<file path="src/hdl/ias_pkg.sv">
// Shared constants, types and command struct for the indexed array block.
package ias_pkg;

	localparam int CAPACITY = 16;
	localparam int ADDR_W   = $clog2(CAPACITY);
	localparam int CNT_W    = $clog2(CAPACITY + 1);
	localparam int DATA_W   = 32;
	localparam int MODE_W   = 2;
	localparam int STAT_W   = 2;

	typedef logic signed [DATA_W-1:0] word_t;

	typedef enum logic [MODE_W-1:0] {
		MODE_INSERT = 2'd0,
		MODE_ERASE  = 2'd1,
		MODE_SORT   = 2'd2
	} mode_t;

	typedef enum logic [STAT_W-1:0] {
		STAT_DONE      = 2'd0,
		STAT_BAD_INDEX = 2'd1,
		STAT_FULL      = 2'd2
	} stat_t;

	typedef enum logic [1:0] {
		CELL_HOLD,
		CELL_INSERT,
		CELL_ERASE,
		CELL_SORT
	} cell_op_t;

	typedef enum logic {
		CTRL_IDLE,
		CTRL_SORT
	} ctrl_state_t;

	// Command broadcast from the controller to every cell in the row
	typedef struct packed {
		cell_op_t           op;
		logic [ADDR_W-1:0]  pos;
		logic [DATA_W-1:0]  value;
		logic               ascending;
		logic               parity;
		logic [CNT_W-1:0]   count;
	} cell_cmd_t;

endpackage

</file>
<file path="src/hdl/ias_cell.sv">
// One storage cell of the array row: shift, load or compare-exchange with a neighbor.
module ias_cell (
	input  logic                         clk,
	input  logic [ias_pkg::ADDR_W-1:0]   slot,
	input  ias_pkg::cell_cmd_t           cmd,
	input  ias_pkg::word_t               left,
	input  ias_pkg::word_t               right,
	output ias_pkg::word_t               data
);

	ias_pkg::word_t data_q;
	ias_pkg::word_t data_d;
	logic           lower;
	logic           upper;
	logic           swap_lo;
	logic           swap_hi;

	// Decide this cell's role in the current transposition phase
	always_comb begin
		lower = (slot[0] == cmd.parity) &&
			((ias_pkg::CNT_W'(slot) + ias_pkg::CNT_W'(1)) < cmd.count);
		upper = (slot != '0) && (slot[0] != cmd.parity) &&
			(ias_pkg::CNT_W'(slot) < cmd.count);
		swap_lo = cmd.ascending ? (data_q > right) : (data_q < right);
		swap_hi = cmd.ascending ? (left > data_q) : (left < data_q);
	end

	// Select next contents from the broadcast command
	always_comb begin
		data_d = data_q;
		case (cmd.op)
			ias_pkg::CELL_INSERT: begin
				if (slot > cmd.pos) begin
					data_d = left;
				end else if (slot == cmd.pos) begin
					data_d = $signed(cmd.value);
				end
			end
			ias_pkg::CELL_ERASE: begin
				if (slot >= cmd.pos) begin
					data_d = right;
				end
			end
			ias_pkg::CELL_SORT: begin
				if (lower && swap_lo) begin
					data_d = right;
				end else if (upper && swap_hi) begin
					data_d = left;
				end
			end
			default: begin
				data_d = data_q;
			end
		endcase
	end

	// Hold the entry
	always_ff @(posedge clk) begin
		data_q <= data_d;
	end

	assign data = data_q;

endmodule

</file>
<file path="src/hdl/ias_ctrl.sv">
// Request decoder, sort sequencer, entry count and result register.
module ias_ctrl (
	input  logic                         clk,
	input  logic                         arst_n,
	input  logic                         in_valid,
	output logic                         in_stall,
	input  logic [ias_pkg::MODE_W-1:0]   mode,
	input  logic [ias_pkg::CNT_W-1:0]    index,
	input  ias_pkg::word_t               value,
	input  logic                         ascending,
	input  ias_pkg::word_t               vals [ias_pkg::CAPACITY],
	output ias_pkg::cell_cmd_t           cmd,
	output logic                         out_valid,
	input  logic                         out_stall,
	output ias_pkg::word_t               removed_value,
	output logic [ias_pkg::CNT_W-1:0]    count,
	output logic [ias_pkg::STAT_W-1:0]   status
);

	ias_pkg::ctrl_state_t            state_q;
	ias_pkg::ctrl_state_t            state_d;
	logic [ias_pkg::CNT_W-1:0]       count_q;
	logic [ias_pkg::CNT_W-1:0]       count_d;
	logic [ias_pkg::ADDR_W-1:0]      phase_q;
	logic                            asc_q;
	logic                            accept;
	logic                            load_out;
	logic                            last_phase;
	ias_pkg::word_t                  res_removed;
	ias_pkg::stat_t                  res_status;
	logic                            out_valid_q;
	ias_pkg::word_t                  removed_q;
	logic [ias_pkg::CNT_W-1:0]       count_out_q;
	ias_pkg::stat_t                  status_q;

	// Take a transaction only when idle and the result register can be refilled
	assign in_stall   = (state_q == ias_pkg::CTRL_SORT) || (out_valid_q && out_stall);
	assign accept     = in_valid && !in_stall;
	assign last_phase = (ias_pkg::CNT_W'(phase_q) == (count_q - ias_pkg::CNT_W'(1)));

	// Decode the request and sequence the sort phases
	always_comb begin
		state_d       = state_q;
		count_d       = count_q;
		load_out      = 1'b0;
		res_removed   = '0;
		res_status    = ias_pkg::STAT_DONE;
		cmd.op        = ias_pkg::CELL_HOLD;
		cmd.pos       = index[ias_pkg::ADDR_W-1:0];
		cmd.value     = value;
		cmd.ascending = asc_q;
		cmd.parity    = phase_q[0];
		cmd.count     = count_q;
		case (state_q)
			ias_pkg::CTRL_IDLE: begin
				if (accept) begin
					case (ias_pkg::mode_t'(mode))
						ias_pkg::MODE_INSERT: begin
							load_out = 1'b1;
							if (index > count_q) begin
								res_status = ias_pkg::STAT_BAD_INDEX;
							end else if (count_q == ias_pkg::CNT_W'(ias_pkg::CAPACITY)) begin
								res_status = ias_pkg::STAT_FULL;
							end else begin
								cmd.op  = ias_pkg::CELL_INSERT;
								count_d = count_q + ias_pkg::CNT_W'(1);
							end
						end
						ias_pkg::MODE_ERASE: begin
							load_out = 1'b1;
							if (index >= count_q) begin
								res_status = ias_pkg::STAT_BAD_INDEX;
							end else begin
								cmd.op      = ias_pkg::CELL_ERASE;
								res_removed = vals[index[ias_pkg::ADDR_W-1:0]];
								count_d     = count_q - ias_pkg::CNT_W'(1);
							end
						end
						ias_pkg::MODE_SORT: begin
							if (count_q > ias_pkg::CNT_W'(1)) begin
								state_d = ias_pkg::CTRL_SORT;
							end else begin
								load_out = 1'b1;
							end
						end
						default: begin
							load_out = 1'b1;
						end
					endcase
				end
			end
			ias_pkg::CTRL_SORT: begin
				cmd.op = ias_pkg::CELL_SORT;
				if (last_phase) begin
					load_out = 1'b1;
					state_d  = ias_pkg::CTRL_IDLE;
				end
			end
			default: begin
				state_d = ias_pkg::CTRL_IDLE;
			end
		endcase
	end

	// Advance state, count, phase counter and sort direction
	always_ff @(posedge clk or negedge arst_n) begin
		if (!arst_n) begin
			state_q <= ias_pkg::CTRL_IDLE;
			count_q <= '0;
			phase_q <= '0;
			asc_q   <= 1'b0;
		end else begin
			state_q <= state_d;
			count_q <= count_d;
			if (state_q == ias_pkg::CTRL_SORT) begin
				phase_q <= phase_q + ias_pkg::ADDR_W'(1);
			end else begin
				phase_q <= '0;
			end
			if (accept) begin
				asc_q <= ascending;
			end
		end
	end

	// Hold the result until the downstream side takes it
	always_ff @(posedge clk or negedge arst_n) begin
		if (!arst_n) begin
			out_valid_q <= 1'b0;
		end else if (load_out) begin
			out_valid_q <= 1'b1;
		end else if (!out_stall) begin
			out_valid_q <= 1'b0;
		end
	end

	always_ff @(posedge clk) begin
		if (load_out) begin
			removed_q   <= res_removed;
			count_out_q <= count_d;
			status_q    <= res_status;
		end
	end

	assign out_valid     = out_valid_q;
	assign removed_value = removed_q;
	assign count         = count_out_q;
	assign status        = status_q;

`ifndef SYNTHESIS
	a_count_bound: assert property (@(posedge clk) disable iff (!arst_n)
		count_q <= ias_pkg::CNT_W'(ias_pkg::CAPACITY))
		else $error("entry count above capacity");

	a_sort_out_empty: assert property (@(posedge clk) disable iff (!arst_n)
		(state_q == ias_pkg::CTRL_SORT) |-> !out_valid_q)
		else $error("result pending during sort");

	a_count_change: assert property (@(posedge clk) disable iff (!arst_n)
		(count_q != $past(count_q)) |-> $past(accept))
		else $error("count changed without a transaction");

	a_phase_bound: assert property (@(posedge clk) disable iff (!arst_n)
		(state_q == ias_pkg::CTRL_SORT) |-> (ias_pkg::CNT_W'(phase_q) < count_q))
		else $error("sort phase past entry count");
`endif

endmodule

</file>
<file path="src/hdl/indexed_array_insert_erase_sort.sv">
// Top level: indexed array with insert, erase and sort over a row of cells.
//
//   channel  | handshake          | payload
//   ---------+--------------------+-------------------------------------
//   in       | in_valid/in_stall  | mode, index, value, ascending
//   out      | out_valid/out_stall| removed_value, count, status
//
// Insert, erase, rejected requests and unused modes complete on acceptance:
// every cell shifts or loads on the same edge that loads the result register.
// Sort accepts the request, then runs one odd-even transposition phase per cycle
// across the row, count phases in all; input stalls during them.
// A sort of fewer than two entries completes on acceptance like an insert.
// Reset clears the entry count and the control; cell contents stay undefined.
// Input stalls while a sort runs or while a result waits under out_stall.
module indexed_array_insert_erase_sort (
	input  logic                         clk,
	input  logic                         arst_n,
	input  logic                         in_valid,
	output logic                         in_stall,
	input  logic [ias_pkg::MODE_W-1:0]   mode,
	input  logic [ias_pkg::CNT_W-1:0]    index,
	input  logic signed [ias_pkg::DATA_W-1:0] value,
	input  logic                         ascending,
	output logic                         out_valid,
	input  logic                         out_stall,
	output logic signed [ias_pkg::DATA_W-1:0] removed_value,
	output logic [ias_pkg::CNT_W-1:0]    count,
	output logic [ias_pkg::STAT_W-1:0]   status
);

	ias_pkg::cell_cmd_t cmd;
	ias_pkg::word_t     cell_data [ias_pkg::CAPACITY];

	// Decode requests and sequence the row
	ias_ctrl u_ctrl (
		.clk           (clk),
		.arst_n        (arst_n),
		.in_valid      (in_valid),
		.in_stall      (in_stall),
		.mode          (mode),
		.index         (index),
		.value         (value),
		.ascending     (ascending),
		.vals          (cell_data),
		.cmd           (cmd),
		.out_valid     (out_valid),
		.out_stall     (out_stall),
		.removed_value (removed_value),
		.count         (count),
		.status        (status)
	);

	// Build the row of cells, each wired to its neighbors
	for (genvar g = 0; g < ias_pkg::CAPACITY; g++) begin : g_cell
		ias_pkg::word_t left_w;
		ias_pkg::word_t right_w;

		if (g == 0) begin : g_first
			assign left_w = '0;
		end else begin : g_mid_l
			assign left_w = cell_data[g-1];
		end

		if (g == ias_pkg::CAPACITY - 1) begin : g_last
			assign right_w = '0;
		end else begin : g_mid_r
			assign right_w = cell_data[g+1];
		end

		ias_cell u_cell (
			.clk   (clk),
			.slot  (ias_pkg::ADDR_W'(g)),
			.cmd   (cmd),
			.left  (left_w),
			.right (right_w),
			.data  (cell_data[g])
		);
	end

endmodule
</file>
<file path="config.mk">
export PLATFORM = sky130hd
export DESIGN_NAME = indexed_array_insert_erase_sort
export DESIGN_NICKNAME = d
export VERILOG_FILES = /design/src/hdl/ias_pkg.sv /design/src/hdl/ias_cell.sv /design/src/hdl/ias_ctrl.sv /design/src/hdl/indexed_array_insert_erase_sort.sv
export SDC_FILE = /design/constraint.sdc
export NUM_CORES = 2
export LEC_CHECK = 0
export ABC_CLOCK_PERIOD_IN_PS = 5500
export BUFFER_PORTS_ARGS = -buffer_cell sky130_fd_sc_hd__buf_2
export CAP_MARGIN = 10
export CORE_UTILIZATION = 59
export CTS_CLUSTER_SIZE = 12
export DETAILED_ROUTE_END_ITERATION = 12
export HOLD_SLACK_MARGIN = 0.05
export PLACE_DENSITY = 0.79
export SYNTH_ARGS = -nofsm -noshare
export SYNTH_HDL_FRONTEND = slang
export SYNTH_SLANG_ARGS = --single-unit
</file>
<file path="constraint.sdc">
create_clock -name clk -period 5.5 [get_ports clk]
set_input_delay 1.1 -clock clk [delete_from_list [all_inputs] [get_ports clk]]
set_output_delay 1.1 -clock clk [all_outputs]
set_load 0.1 [all_outputs]
</file>
==> flow_summary.json <==
{
  "status": "completed",
  "syn_avg_cell_area_sq_um": 10.2,
  "root_buffer": "clkbuf_16",
  "clock_latency_ps": 620,
  "hold_violations": 0,
  "postCtsSetupBuffers": 0,
  "htree_levels": 3,
  "clk_pin_slew_ps": 60,
  "first_global_vias": 37300,
  "drcViolationCount": 0,
  "synth_mux_area_share_pct": 10.5,
  "rsz0062_at_grt": "no",
  "cts_sinks": 563,
  "portBuffers": 84,
  "die_w_microns": 280,
  "post-route-period-util_pct": 84.8,
  "cts_made_buffers": 68,
  "synth_warnings": 0,
  "synth_compound_area_share_pct": 20.7,
  "ctsHoldBuffers": 0,
  "overflow": 0,
  "drv_slew": 0,
  "cts_resized": 0,
  "routed_wl_mm": 145,
  "grt_max_degree": 106,
  "synth.top_cell.area_share_pct": 36.2,
  "ys_seq_elements": 563,
  "syn_nets": 4999,
  "ys.flop_type": "edfxtp_1",
  "finalSetupTns_ps": 0,
  "vias": 39200,
  "cts.path.max_buffers": 3,
  "dieArea_sq_um": 78500,
  "relSlewSlack_pct": 20.8,
  "coreArea_sq_um": 76300,
  "vias_per_cell": 7.17,
  "cts_tree": "built",
  "synth-seq-area-share_pct": 36.9,
  "fill_cells": 6048,
  "tightest_slew_ps": 1190,
  "yosysTopAreaCell": "edfxtp_1",
  "timing.fmax_ghz": 0.215,
  "start_util_pct": 59.8,
  "drtPass1Iterations": 6,
  "synthArstFlopShare_pct": 2.13,
  "synth_top_family_by_area": "compound AO/OA/AOI/OAI gates",
  "wl_per_cell_microns": 26.5,
  "dpl.hpwl_mm": 109,
  "fin_nets": 4911,
  "synthCells": 4466,
  "arrival_ps": 5020,
  "synthXorXnorAreaFrac_pct": 0.249,
  "endpoint_kind": "flip-flop",
  "rows": 101,
  "synth-edff-count": 551,
  "critPathRequiredTime_ps": 5860,
  "place.gp.congestion": 0.955,
  "ios": 85,
  "antenna_found_initial": 7,
  "yosys-top-cells-area": "edfxtp_1 36%, ha_1 13%, mux4_2 7.9%, a221o_1 6.5%, a21oi_1 4.3%",
  "die_h_microns": 280,
  "layout-drive-gt1-share_pct": 11.2,
  "grt_pass1_wl_mm": 223,
  "synth-simple-area-share_pct": 11.2,
  "drtIter0Drc": 6015,
  "clock_skew_ps": 17.4,
  "synth_fa_ha_area_share_pct": 13.4,
  "setup_violations": 0,
  "start_kind": "flip-flop",
  "cap_violations": 0,
  "min_path_type": "primary input to asynchronous set/reset pin",
  "syn_area_sq_um": 45700,
  "period_needed_ps": 4660,
  "path_class": "flip-flop to flip-flop",
  "synth.distinct_cells": 85,
  "ant_nets": 0,
  "grt.total_usage_pct": 36.9,
  "syn2layout_area_growth_pct": 7.75,
  "cp_max_fo": 33
}
state kept, by name (all words and copies together) (netlist names):
register and flops:
u_ctrl.out_valid 1, u_ctrl.phase_q 4, g_cell.u_cell.data 512, u_ctrl.removed_value 32, u_ctrl.asc_q 1, u_ctrl.status 2
u_ctrl.count_q 5, u_ctrl.state_q 1, u_ctrl.count 5
synth_stat cells (6+ instances only):
cell type / count
nand4_1: 106
nor2_1: 178
buf_6: 6
mux2i_1: 105
and2_1: 132
nor3_1: 56
and3_1: 78
buf_2: 22
xor2_1: 6
mux4_2: 160
o21a_1: 19
dfrtp_1: 12
o311ai_0: 114
a21oi_1: 393
or2_2: 7
o211ai_1: 49
buf_4: 11
nand2b_1: 10
a22o_1: 66
xnor2_1: 7
nand2_1: 209
o31ai_1: 38
ha_1: 489
clkbuf_1: 257
or4_1: 6
nand3_1: 149
nor2b_1: 26
buf_1: 26
mux2_2: 10
a31oi_1: 11
o21ai_0: 109
a21o_1: 106
a211oi_1: 17
nor4_1: 25
edfxtp_1: 551
inv_1: 508
a221o_1: 298
o21ai_1: 8
cell families after synthesis:
group	Yosys count
multiplexers	277
adder cells (fa/ha/maj)	489
AND/OR/NAND/NOR	1002
XOR/XNOR	13
flip-flops	563
AO/OA/AOI/OAI	1289
buffers and inverters	833
area by class of cell:
class / count / area, sq um / area share [%]
Antenna cell: 6 / 15.0 / 0.0305
Clock buffer: 95 / 1950 / 3.96
Clock inverter: 24 / 214 / 0.435
Inverter: 510 / 1920 / 3.89
Multi-Input combinational cell: 3070 / 25900 / 52.5
Sequential cell: 563 / 16800 / 34.2
Tap cell: 1030 / 1290 / 2.62
Timing Repair Buffer: 165 / 1120 / 2.27
per-layer routing:
layer,track usage (%),routed length [microns],up-vias
met4,14.4,5910,2
li1,-,-,17200
met2,56.3,63700,2681
met3,9.23,18900,358
met5,0,7,-
met1,50.6,56100,19000
cells in the final DEF, fill, tap and decap left out, types with 73 or more instances in the layout:
| master | Yosys | final |
|---|---|---|
| a21oi_1 | 393 | 385 |
| ha_1 | 489 | 489 |
| nand3_1 | 149 | 148 |
| and2_1 | 132 | 132 |
| nor2_1 | 178 | 167 |
| mux4_2 | 160 | 160 |
| o311ai_0 | 114 | 114 |
| clkbuf_16 | 0 | 73 |
| edfxtp_1 | 551 | 551 |
| inv_1 | 508 | 507 |
| buf_4 | 11 | 75 |
| o21ai_0 | 109 | 106 |
| nand4_1 | 106 | 106 |
| a21o_1 | 106 | 106 |
| nand2_1 | 209 | 209 |
| mux2i_1 | 105 | 104 |
| and3_1 | 78 | 78 |
| buf_2 | 22 | 82 |
| a221o_1 | 298 | 298 |
metrics by stage:
| step | hold slack, ps | setup WS, ps | utilization, % | cell area, sq um | cells |
|---|---|---|---|---|---|
| 2_1_floorplan | 523 | 20.9 | - | 45700 | 4466 |
| 3_3_place_gp | 488 | 808 | 61.6 | 47000 | 5338 |
| 3_5_place_dp | 503 | 684 | 61.6 | 47000 | 5338 |
| 4_1_cts | 358 | 932 | 64.5 | 49200 | 5457 |
| 5_1_grt | 373 | 652 | 64.5 | 49200 | 5461 |
| 6_report | 363 | 838 | 64.5 | 49200 | 5463 |
critical path: stages, from the launching register on:
cell       delay (ps)
edfxtp_1          490
inv_1             130
ha_1              340
nand4_1           250
nor3_2            350
a21boi_1          230
a2111oi_0          90
buf_4             160
o21ai_1           230
mux2i_1           410
mux2_4            490
or2_1             690
a221o_1           530
final timing paths:
path	start	to	slack [ps]	depth (start not counted)
setup reg to reg	g_cell[12].u_cell.data[11]$_DFFE_PP_	g_cell[11].u_cell.data[5]$_DFFE_PP_	840	12
min in group clk	u_ctrl.out_valid$_DFFE_PN0P_	u_ctrl.out_valid$_DFFE_PN0P_	520	1
hold / removal	arst_n	u_ctrl.count_q[0]$_DFF_PN0_	360	1
hold reg to reg	u_ctrl.out_valid$_DFFE_PN0P_	u_ctrl.out_valid$_DFFE_PN0P_	520	1
setup / recovery	g_cell[12].u_cell.data[11]$_DFFE_PP_	g_cell[11].u_cell.data[5]$_DFFE_PP_	840	12
max in group asynchronous	arst_n	u_ctrl.state_q$_DFF_PN0_	4880	1
Power is not shown: default switching activity piles up to over one toggle a cycle in this logic, so the estimate is an artifact.
